[config.mk]
export PLATFORM = sky130hd
export DESIGN_NAME = trimmed_mean_pd_steering_unit
export DESIGN_NICKNAME = d
export VERILOG_FILES = /design/src/rtl/tmps_pkg.sv /design/src/rtl/tmps_lane.sv /design/src/rtl/tmps_div.sv /design/src/rtl/trimmed_mean_pd_steering_unit.sv
export SDC_FILE = /design/constraint.sdc
export NUM_CORES = 2
export LEC_CHECK = 0
export BUFFER_PORTS_ARGS = -buffer_cell sky130_fd_sc_hd__buf_2
export CAP_MARGIN = 15
export CELL_PAD_IN_SITES_DETAIL_PLACEMENT = 1
export CELL_PAD_IN_SITES_GLOBAL_PLACEMENT = 2
export CORE_ASPECT_RATIO = 0.7
export CORE_MARGIN = 5
export CORE_UTILIZATION = 43
export DETAILED_ROUTE_END_ITERATION = 8
export GPL_TIMING_DRIVEN = 0
export HOLD_SLACK_MARGIN = 0.03
export MAX_ROUTING_LAYER = met4
export PLACE_DENSITY_LB_ADDON = 0.1
export SYNTH_ARGS = -nofsm -noshare
export SYNTH_HDL_FRONTEND = slang
export SYNTH_SLANG_ARGS = --single-unit
[constraint.sdc]
create_clock -name clk -period 14.2 [get_ports clk]
set_input_delay 2.84 -clock clk [delete_from_list [all_inputs] [get_ports clk]]
set_output_delay 2.84 -clock clk [all_outputs]
set_load 0.1 [all_outputs]
[src/rtl/tmps_pkg.sv]
`default_nettype none
package tmps_pkg;
  localparam int SamplesPerReading = 5;
  localparam int HistoryLag = 3;
  localparam int SampleBits = 12;
  localparam int HistDepth = HistoryLag + 1;
  localparam int CntBits = $clog2(SamplesPerReading + 1);
  localparam int IdxBits = (SamplesPerReading > 1) ? $clog2(SamplesPerReading) : 1;
  localparam int SumBits = SampleBits + $clog2(SamplesPerReading);
  localparam int QuotBits = 15;
  localparam int DivBits = SampleBits + 1 + 14;
  localparam int DivCntBits = $clog2(QuotBits + 1);
  localparam int AvgShift = SumBits + 3;
  localparam int AvgRecip = (2**AvgShift + SamplesPerReading - 3) / (SamplesPerReading - 2);
  localparam int TenShift = SampleBits + 7;
  localparam int TenRecip = (2**TenShift + 9) / 10;
  localparam logic signed [15:0] OneQ14 = 16'sd16384;
  localparam logic signed [18:0] RateLimit = 19'sd11469;

  localparam logic [0:0] RegPGain = 1'b0;
  localparam logic [0:0] RegDGain = 1'b1;

  typedef enum logic [2:0] {
    ST_COLLECT, ST_SORT, ST_TRIM, ST_DIVIDE, ST_RATE, ST_MUL, ST_OUT
  } state_t;

  typedef struct packed {
    logic start;
    logic done;
  } lane_ctl_t;
endpackage
`default_nettype wire

[src/rtl/tmps_lane.sv]
`default_nettype none
module tmps_lane
  import tmps_pkg::*;
(
  input  wire                   clk,
  input  wire                   rst,
  input  wire                   wr,
  input  wire [IdxBits-1:0]     wr_idx,
  input  wire [SampleBits-1:0]  wr_data,
  input  wire                   start,
  output logic [SampleBits-1:0] trimmed,
  output logic                  done
);
  logic [SampleBits-1:0] buffer [SamplesPerReading];
  logic [IdxBits-1:0] pass;
  logic busy;
  logic phase;
  logic [SumBits-1:0] sum;
  logic [SumBits+AvgShift:0] avg_prod;
  logic [SampleBits-1:0] avg_q;
  logic [SampleBits+TenShift-1:0] tens_prod;
  logic [SampleBits-1:0] tens;
  logic [SampleBits-1:0] flo;

  always_ff @(posedge clk) begin
    if (rst) begin
      busy <= 1'b0;
      done <= 1'b0;
      pass <= '0;
      phase <= 1'b0;
    end else begin
      done <= 1'b0;
      if (start) begin
        busy <= 1'b1;
        pass <= '0;
        phase <= 1'b0;
      end else if (busy) begin
        phase <= ~phase;
        if (phase) begin
          if (pass == IdxBits'(SamplesPerReading - 1)) begin
            busy <= 1'b0;
            done <= 1'b1;
          end else begin
            pass <= pass + 1'b1;
          end
        end
      end
    end
    if (wr) begin
      buffer[wr_idx] <= wr_data;
    end else if (busy) begin
      for (int i = 0; i + 1 < SamplesPerReading; i++) begin
        if ((i % 2) == (phase ? 1 : 0) && buffer[i] > buffer[i+1]) begin
          buffer[i] <= buffer[i+1];
          buffer[i+1] <= buffer[i];
        end
      end
    end
    avg_q <= avg_prod[AvgShift +: SampleBits];
  end

  always_comb begin
    sum = '0;
    for (int i = 1; i < SamplesPerReading - 1; i++) begin
      sum = sum + SumBits'(buffer[i]);
    end
    avg_prod = (SumBits+AvgShift+1)'(sum) * (SumBits+AvgShift+1)'(AvgRecip);
    tens_prod = (SampleBits+TenShift)'(avg_q) * (SampleBits+TenShift)'(TenRecip);
    tens = tens_prod[TenShift +: SampleBits];
    flo = SampleBits'({tens, 3'b000} + {tens, 1'b0});
  end

  assign trimmed = flo;
endmodule
`default_nettype wire

[src/rtl/tmps_div.sv]
`default_nettype none
module tmps_div
  import tmps_pkg::*;
(
  input  wire                   clk,
  input  wire                   rst,
  input  wire                   start,
  input  wire [DivBits-1:0]     dividend,
  input  wire [SampleBits:0]    divisor,
  output logic [QuotBits-1:0]   quotient,
  output logic                  done
);
  logic [DivBits-1:0] rem;
  logic [DivBits-1:0] num;
  logic [SampleBits:0] den;
  logic [DivCntBits-1:0] cnt;
  logic busy;
  logic [DivBits-1:0] trial;

  assign trial = {rem[DivBits-2:0], num[QuotBits-1]};

  always_ff @(posedge clk) begin
    if (rst) begin
      busy <= 1'b0;
      done <= 1'b0;
      cnt <= '0;
    end else begin
      done <= 1'b0;
      if (start) begin
        busy <= 1'b1;
        cnt <= '0;
        rem <= DivBits'(dividend >> QuotBits);
        num <= dividend;
        den <= divisor;
        quotient <= '0;
      end else if (busy) begin
        num <= num << 1;
        if (trial >= DivBits'(den)) begin
          rem <= trial - DivBits'(den);
          quotient <= {quotient[QuotBits-2:0], 1'b1};
        end else begin
          rem <= trial;
          quotient <= {quotient[QuotBits-2:0], 1'b0};
        end
        if (cnt == DivCntBits'(QuotBits - 1)) begin
          busy <= 1'b0;
          done <= 1'b1;
        end
        cnt <= cnt + 1'b1;
      end
    end
  end
endmodule
`default_nettype wire

[src/rtl/trimmed_mean_pd_steering_unit.sv]
// Throughput: one pair per cycle for the first four pairs of a reading; the last pair
//   drops s_tready until the result is loaded for output (ten sort phases, the 15-step
//   divider, PD arithmetic); a result held by m_tready stalls it further.
// Reset: synchronous, clears count, history and handshakes; gains to 1000 and 0.
`default_nettype none
module trimmed_mean_pd_steering_unit
  import tmps_pkg::*;
(
  input  wire        clk,
  input  wire        rst,
  input  wire        s_tvalid,
  output logic       s_tready,
  input  wire [23:0] s_tdata,   // left_sample[11:0], right_sample[23:12]
  output logic       m_tvalid,
  input  wire        m_tready,
  output logic [47:0] m_tdata,  // steer_drive[15:0], position_error[31:16], error_rate[46:32]
  input  wire        cfg_valid,
  output logic       cfg_ready,
  input  wire        cfg_index,
  input  wire [15:0] cfg_data
);
  state_t state, state_next;
  logic [CntBits-1:0] count;
  logic [15:0] p_gain, d_gain;
  logic signed [15:0] hist [HistDepth];
  logic [SampleBits-1:0] l_val, r_val;
  lane_ctl_t l_ctl, r_ctl;
  logic l_done, r_done, got_l, got_r;
  logic div_start, div_done;
  logic [QuotBits-1:0] quot;
  logic neg, zero_sum;
  logic signed [15:0] err;
  logic signed [14:0] rate;
  logic signed [33:0] prod_p, prod_d;
  logic signed [35:0] acc;
  logic signed [35:0] mag;
  logic signed [35:0] drive;
  logic [15:0] drive_q;
  logic signed [18:0] rate_raw;
  logic [SampleBits:0] lsum;
  logic [SampleBits-1:0] ldiff;
  logic accept;

  assign s_tready = (state == ST_COLLECT);
  assign cfg_ready = 1'b1;
  assign accept = s_tvalid && s_tready;
  assign l_ctl.start = accept && (count == CntBits'(SamplesPerReading - 1));
  assign r_ctl.start = l_ctl.start;
  assign l_ctl.done = l_done;
  assign r_ctl.done = r_done;

  tmps_lane u_left (
    .clk(clk), .rst(rst), .wr(accept), .wr_idx(count[IdxBits-1:0]),
    .wr_data(s_tdata[SampleBits-1:0]), .start(l_ctl.start),
    .trimmed(l_val), .done(l_done)
  );
  tmps_lane u_right (
    .clk(clk), .rst(rst), .wr(accept), .wr_idx(count[IdxBits-1:0]),
    .wr_data(s_tdata[12 +: SampleBits]), .start(r_ctl.start),
    .trimmed(r_val), .done(r_done)
  );

  assign lsum = {1'b0, l_val} + {1'b0, r_val};
  assign ldiff = (l_val >= r_val) ? (l_val - r_val) : (r_val - l_val);
  assign div_start = (state == ST_TRIM);

  tmps_div u_div (
    .clk(clk), .rst(rst), .start(div_start),
    .dividend({1'b0, ldiff, 14'd0}), .divisor(lsum),
    .quotient(quot), .done(div_done)
  );

  always_comb begin
    state_next = state;
    case (state)
      ST_COLLECT: if (l_ctl.start) state_next = ST_SORT;
      ST_SORT:    if ((got_l || l_ctl.done) && (got_r || r_ctl.done)) state_next = ST_TRIM;
      ST_TRIM:    state_next = ST_DIVIDE;
      ST_DIVIDE:  if (div_done) state_next = ST_RATE;
      ST_RATE:    state_next = ST_MUL;
      ST_MUL:     state_next = ST_OUT;
      ST_OUT:     if (!m_tvalid || m_tready) state_next = ST_COLLECT;
      default:    state_next = ST_COLLECT;
    endcase
  end

  always_comb begin
    rate_raw = 19'sd5 * (19'(hist[0]) - 19'(hist[HistoryLag]));
    if (rate_raw > RateLimit) rate_raw = RateLimit;
    if (rate_raw < -RateLimit) rate_raw = -RateLimit;
    acc = 36'(prod_p) + 36'(prod_d);
    mag = acc < 0 ? -acc : acc;
    mag = mag >>> 14;
    drive = acc < 0 ? -mag : mag;
    if (drive > 36'sd32767) drive = 36'sd32767;
    if (drive < -36'sd32768) drive = -36'sd32768;
  end

  always_ff @(posedge clk) begin
    if (rst) begin
      state <= ST_COLLECT;
      count <= '0;
      p_gain <= 16'd1000;
      d_gain <= 16'd0;
      m_tvalid <= 1'b0;
      got_l <= 1'b0;
      got_r <= 1'b0;
      for (int i = 0; i < HistDepth; i++) hist[i] <= '0;
    end else begin
      state <= state_next;
      if (cfg_valid && cfg_ready) begin
        case (cfg_index)
          RegPGain: p_gain <= cfg_data;
          RegDGain: d_gain <= cfg_data;
          default: ;
        endcase
      end
      if (accept) begin
        count <= l_ctl.start ? '0 : count + 1'b1;
        neg <= 1'b0;
      end
      if (l_ctl.done) got_l <= 1'b1;
      if (r_ctl.done) got_r <= 1'b1;
      if (state == ST_TRIM) begin
        got_l <= 1'b0;
        got_r <= 1'b0;
        neg <= l_val < r_val;
        zero_sum <= (lsum == '0);
      end
      if (state == ST_DIVIDE && div_done) begin
        err <= zero_sum ? 16'sd0 : (neg ? -$signed({1'b0, quot}) : $signed({1'b0, quot}));
        hist[0] <= zero_sum ? 16'sd0 : (neg ? -$signed({1'b0, quot}) : $signed({1'b0, quot}));
        for (int i = 1; i < HistDepth; i++) hist[i] <= hist[i-1];
      end
      if (state == ST_RATE) begin
        rate <= 15'(rate_raw);
        prod_p <= 34'(err) * $signed({18'd0, p_gain});
        prod_d <= 34'(rate_raw) * $signed({18'd0, d_gain});
      end
      if (state == ST_MUL) begin
        drive_q <= 16'(drive);
      end
      if (state == ST_OUT && (!m_tvalid || m_tready)) begin
        m_tvalid <= 1'b1;
        m_tdata[15:0] <= drive_q;
        m_tdata[31:16] <= err;
        m_tdata[46:32] <= rate;
        m_tdata[47] <= 1'b0;
      end else if (m_tvalid && m_tready) begin
        m_tvalid <= 1'b0;
      end
    end
  end
endmodule
`default_nettype wire

# Yosys cells after proc, flatten, opt, wreduce, memory -nomap -nowiden
# Memory sizes are Yosys's and may differ from the RTL's.
# Index checks and enable logic that the tools add are counted.
[word_totals]
ff_bits = 314
out_inout_bits = 51
ramBits = 184
mem_count = 3
elab_cells = 262
input_bits = 46
[mem_list]
columns = ["name", "words", "width", "read_ports", "rd_ports_with_merged_regs", "write_ports", "line", "rtl"]
rows = [
  ["hist", 4, 16, 4, 0, 4, "trimmed_mean_pd_steering_unit.sv:25", "logic signed [15:0] hist [HistDepth];"],
  ["u_left.buffer", 5, 12, 5, 0, 4, "tmps_lane.sv:14", "logic [SampleBits-1:0] buffer [SamplesPerReading];"],
  ["u_right.buffer", 5, 12, 5, 0, 4, "tmps_lane.sv:14", ""],
]
[op_classes]
muxes = 102
n_lt_le_gt_ge = 16
bitwise = 19
n_addsub = 19
n_reduce_logical = 46
n_mul = 7
n_eq_ne = 16
[ops]
columns = ["operator", "n"]
rows = [
  ["12-bit two-way mux", 11],
  ["36-bit two-way mux", 3],
  ["12-bit > comparator", 8],
  ["16-bit two-way mux", 6],
  ["2-bit by 32-bit equality test with 1-bit output, first input constant", 2],
  ["32-bit logical NOT", 2],
  ["1-bit two-way mux", 64],
  ["15-bit by 16-bit multiplier with 29-bit output, second input constant", 2],
  ["12-bit by 16-bit multiplier with 28-bit output, second input constant", 2],
  ["26-bit two-way mux", 2],
  ["12-bit OR reduction", 4],
  ["15-bit two-way mux", 3],
  ["12-bit by 12-bit adder with 13-bit output", 3],
  ["19-bit two-way mux", 2],
  ["36-bit by 16-bit > comparator with 1-bit output, second input constant", 1],
  ["36-bit by 16-bit less-than comparator with 1-bit output, second input constant", 1],
  ["22-bit negator with 36-bit output", 1],
  ["35-bit negator with 36-bit output", 1],
  ["33-bit by 34-bit adder with 35-bit output", 1],
  ["35-bit by 1-bit less-than comparator with 1-bit output, second input constant", 1],
  ["19-bit by 17-bit multiplier with 34-bit output", 1],
  ["16-bit by 17-bit multiplier with 33-bit output", 1],
  ["15-bit by 12-bit adder with 15-bit output", 2],
  ["27-bit by 13-bit >= comparator with 1-bit output", 1],
  ["other kinds (35)", 100],
]

# Longest topological paths before layout
[depth]
ltp_word = 10
ltp_mapped = 59
depth_no_buf = 57

# Modules after synthesis
# A second synthesis with hierarchy kept.
[unflattened]
cells_unflattened = 6537
hier_area_um2 = 63105.5
[by_module_without_submodules]
columns = ["module", "seq_area_each_um2", "area_each_um2", "cells_per_inst", "instances"]
rows = [
  ["trimmed_mean_pd_steering_unit", 7637.3, 35721.8, 3826, 1],
  ["tmps_lane at u_right", 2162.1, 11812.6, 1225, 1],
  ["tmps_lane at u_left", 2162.1, 11492.3, 1132, 1],
  ["tmps_div", 2192.1, 4078.9, 354, 1],
]

# Least setup slack after synthesis
# Ideal clock, no wire load.
[synth_path]
kind = "reg2reg"
start = "memory hist[3][1] (netlist: hist[0][49])"
end = "register prod_d[33], data pin"
setup_ns = 0.260
t_arrival_ns = 11.786
path_stages_with_launch = 57
n_path_buf = 3
required_time_ns = 13.940
setup_slack_ns = 2.155
period_less_slack_ns = 12.045
path_cell_list = "edfxtp_1 -> inv_1 -> ha_1 -> nor2b_1 -> o21ai_0 -> a21boi_0 -> o21ai_0 -> a21boi_0 -> o21ai_0 -> a21boi_0 -> o21ai_0 -> nand2b_1 -> a21o_1 -> a21o_1 -> a21o_1 -> a311o_1 -> a21oi_1 -> xnor2_1 -> [21 not listed] -> fa_1 -> fa_1 -> inv_1 -> fa_1 -> inv_1 -> ha_1 -> or3_1 -> o21ai_0 -> a211oi_1 -> or3_1 -> nand3b_1 -> a31oi_1 -> a211o_1 -> a21o_1 -> a21o_1 -> a21o_1 -> a21oi_1 -> xnor2_1"
[synth_rtl]
columns = ["element", "line", "rtl"]
rows = [
  ["from (decl)", "trimmed_mean_pd_steering_unit.sv:25", ""],
  ["to (signal assigned)", "trimmed_mean_pd_steering_unit.sv:138", "prod_d <= 34'(rate_raw) * $signed({18'd0, d_gain});"],
  ["to (decl)", "trimmed_mean_pd_steering_unit.sv:34", "logic signed [33:0] prod_p, prod_d;"],
]

==> run_results.csv <==
group,metric,value,unit
logic_synthesis,yosys_most_used_dff,"edfxtp_1",
drt,drtPass1Iterations,6,
logic_synthesis,postSynthAreaPerCell,9.47,um^2
placed_design,port_buffers,94,
sta,worst_pin_slew,1.18,ns
die,core_area,140000,um^2
sta,setup_viol,0,
placed_design,dpl.hpwl,145,mm
grt,first_global_vias,47700,
clock_network,cts_num_sinks,483,
sta,relSlewSlack,21.1,%
clock_network,root_buffer,"clkbuf_16",
worst_hold_path,hold_depth,0,
clock_network,cts_hold_buf,0,
logic_synthesis,yosys_warnings,0,
logic_synthesis,synth_top_cell_by_area,"fa_1",
grt,grt_first_pass_wirelength,275,mm
drt,ant_nets,0,
grt,grt_max_degree,65,
drt,wl_met2,77.5,mm
die,die_area,148000,um^2
logic_synthesis,ys_top_cells_by_area,"fa_1 23%, edfxtp_1 20%, ha_1 18%",
clock_network,cts_tree,"built",
final_layout,area_delta_synth_final,8.50,%
clock_network,ctsLongestPathBuffers,3,
sta,post-route-period-util,93.7,%
critical_path,required,14.58,ns
critical_path,arrival,13.68,ns
clock_network,numCtsBuffers,56,
logic_synthesis,synth_top_area_share,23.2,%
critical_path,path_class,"flip-flop to flip-flop",
logic_synthesis,netlist_area,60400,um^2
die,num_io_pins,97,
placed_design,gp_congestion,0.878,
drt,drt_iter0_drc,2358,
logic_synthesis,synth_cell_types,95,
sta,slew_violations,0,
worst_hold_path,hp-class,"flip-flop to flip-flop",
sta,skew,0.0286,ns
logic_synthesis,ys_async_sr_fraction,0,%
logic_synthesis,syn_inst,6378,
drt,wire_per_inst,20.3,um
die,die_y,324,um
drt,wirelength,172,mm
worst_hold_path,min_from,"drive_q[0]$_SDFFCE_PP0P_",
die,core.rowCount,115,
sta,hold_viol_final,0,
final_layout,drive_above_1_share,4.72,%
clock_network,clk_pin_slew,0.06,ns
logic_synthesis,yosysSeqAreaShare,22.6,%
clock_network,clkLatencyLatePin,0.68,ns
critical_path,reg2reg_depth,56,
sta,finalCriticalPeriod,13.30,ns
drt,wl_met1,84.1,mm
critical_path,crit_slowest_cell,"fa_1",
sta,rsz0062_at_grt,"no",
critical_path,r2r-end,"prod_d[33]$_DFFE_PP_",
critical_path,crit_path_start,"hist[0][49]$_SDFFCE_PN0P_",
grt,antenna_found_initial,7,
critical_path,worstPathMaxFanout,10,
critical_path,end_kind,"flip-flop",
outcome,status,"completed",
job,cap_viol_max_count,0,
drt,post-route-drc-count,0,
logic_synthesis,synth-seq-cells,483,
die,initial_utilization,43.2,%
logic_synthesis,synth-edff-count,400,
sta,max_clock_freq,0.0752,GHz
logic_synthesis,syn_nets,7976,
critical_path,r2r_slack,0.90,ns
critical_path,worst_path_largest_cell_delay,0.57,ns
die,die_x,458,um
drt,routed.top_layer,"met4",
drt,routed_via_density,5.18,
critical_path,start_kind,"flip-flop",
clock_network,htreeDepth,2,
critical_path,r2r-start,"hist[0][49]$_SDFFCE_PN0P_",
drt,via_count,43900,
final_layout,final_nets,8144,
grt,grt-ovfl-total,0,
worst_hold_path,hold_end,"m_tdata[0]$_DFFE_PP_",
critical_path,path_common_cell,"a21o_1",
sta,tns,0,ns
drt,wl_met3,6.68,mm
grt,grt.total_usage,24.3,%
-- cells in the final DEF, fill, tap and decap left out, drive strengths merged, types with 28 or more instances in the layout --
cell | Yosys | final
inv | 1212 | 1222
ha | 852 | 852
fa | 700 | 700
nand2 | 569 | 569
nor2 | 422 | 422
edfxtp | 400 | 400
a21oi | 361 | 361
and2 | 270 | 270
clkbuf | 164 | 230
xnor2 | 193 | 193
o21ai | 171 | 171
buf | 16 | 128
a21o | 93 | 93
xor2 | 92 | 92
o21bai | 84 | 84
dfxtp | 83 | 83
nor3 | 80 | 80
nor2b | 72 | 72
nand2b | 67 | 67
nand3 | 57 | 57
nand4 | 41 | 41
mux2i | 35 | 35
o21a | 28 | 28
-- synthesized netlist by cell type, types with 8 or more instances --
cell type	number
nand2_1	568
nor4_1	13
nor2b_1	72
a211oi_1	24
fa_1	700
dfxtp_1	83
o41ai_1	8
and2_1	269
and3_1	21
edfxtp_1	400
inv_1	1212
a21oi_1	360
a211o_1	9
clkbuf_1	164
o211ai_1	15
nand4_1	41
ha_1	852
nor3_1	80
a31oi_1	13
nand2b_1	67
mux2i_1	35
o21ai_0	148
o22ai_1	16
nand3_1	56
o21bai_1	84
o21ai_1	12
a21o_1	93
or4_1	8
o21a_1	28
o21ai_2	11
or3_1	25
a31o_2	8
a21boi_0	20
nand3b_1	12
xor2_1	91
nor2_1	422
or2_2	18
and4_1	8
xnor2_1	193
o31ai_1	9
-- state kept, by name, indices dropped and copies added (netlist names), 15 cells and up --
| name | count |
|---|---|
| hist | 64 |
| u_left.buffer | 60 |
| u_right.buffer | 60 |
| m_tdata | 47 |
| prod_d | 34 |
| prod_p | 33 |
| u_div.rem | 26 |
| d_gain | 16 |
| drive_q | 16 |
| err | 16 |
| p_gain | 16 |
| rate | 15 |
| u_div.quotient | 15 |
-- what timing repair did --
item | CTS | global route
buffers inserted | 0 | 2
pin swaps | 1 | 0
setup endpoints to repair | 6 | 8
hold endpoints to repair | 0 | 0
gates resized for setup | 11 | 50
-- through the flow --
| step | cell area, um^2 | utilization (%) | setup slack, ns | instances | hold slack [ns] |
|---|---|---|---|---|---|
| 2_1_floorplan | 60400 | - | 2.15 | 6378 | 0.400 |
| 3_3_place_gp | 63200 | 45.2 | -0.505 | 8344 | 0.401 |
| 3_5_place_dp | 63500 | 45.3 | -0.706 | 8359 | 0.405 |
| 4_1_cts | 65400 | 46.7 | 0.0873 | 8463 | 0.420 |
| 5_1_grt | 65600 | 46.8 | 0.0123 | 8464 | 0.426 |
| 6_report | 65600 | 46.8 | 0.900 | 8466 | 0.418 |
-- area by class of cell --
| type | instances | area (um^2) |
|---|---|---|
| Fill cell | 16000 | 74400 |
| Multi-Input combinational cell | 4503 | 41600 |
| Sequential cell | 483 | 13700 |
| Inverter | 1212 | 4550 |
| Tap cell | 1872 | 2340 |
| Clock buffer | 68 | 1500 |
| Buffer | 177 | 728 |
| Timing Repair Buffer | 113 | 707 |
| Clock inverter | 36 | 452 |
| Antenna cell | 2 | 5.00 |
-- routing by layer --
metal  vias to the layer above  GRT usage [%]
li1                      21000              -
met1                     22100           34.4
met2                       644           38.2
met3                       175           2.58
met4                         0           4.70
met5                         -              -
-- worst max-delay path, delay by kind of cell (launching register included) --
kind            cells  cell delay [ns]
compound gates     28             5.32
xor+xnor            3             0.51
fa+ha+maj          11             4.56
buf+inv             6             0.76
flops               1             0.43
simple gates        8             1.40
-- logic make-up after synthesis --
family / count (synthesis) / share of synthesized area (%)
mux: 36 / 0.598
other cells: 2 / 0.0124
compound gates: 921 / 9.58
buf+inv: 1392 / 8.70
simple gates: 1705 / 13.5
fa+ha+maj: 1553 / 40.9
flops: 483 / 22.6
xor+xnor: 286 / 4.18
-- how the worst max path moves through the flow --
stage | end | slack (ns) | cells after the start
floorplan | prod_d[33]$_DFFE_PP_ | 2.15 | 56
global placement | prod_d[32]$_DFFE_PP_ | -0.51 | 55
detailed placement | prod_d[32]$_DFFE_PP_ | -0.71 | 55
CTS | prod_d[33]$_DFFE_PP_ | 0.09 | 57
global route | prod_d[33]$_DFFE_PP_ | 0.01 | 56
finish | prod_d[33]$_DFFE_PP_ | 0.90 | 56
Power is not shown: default switching activity piles up to over one toggle a cycle in this logic, so the estimate is an artifact.
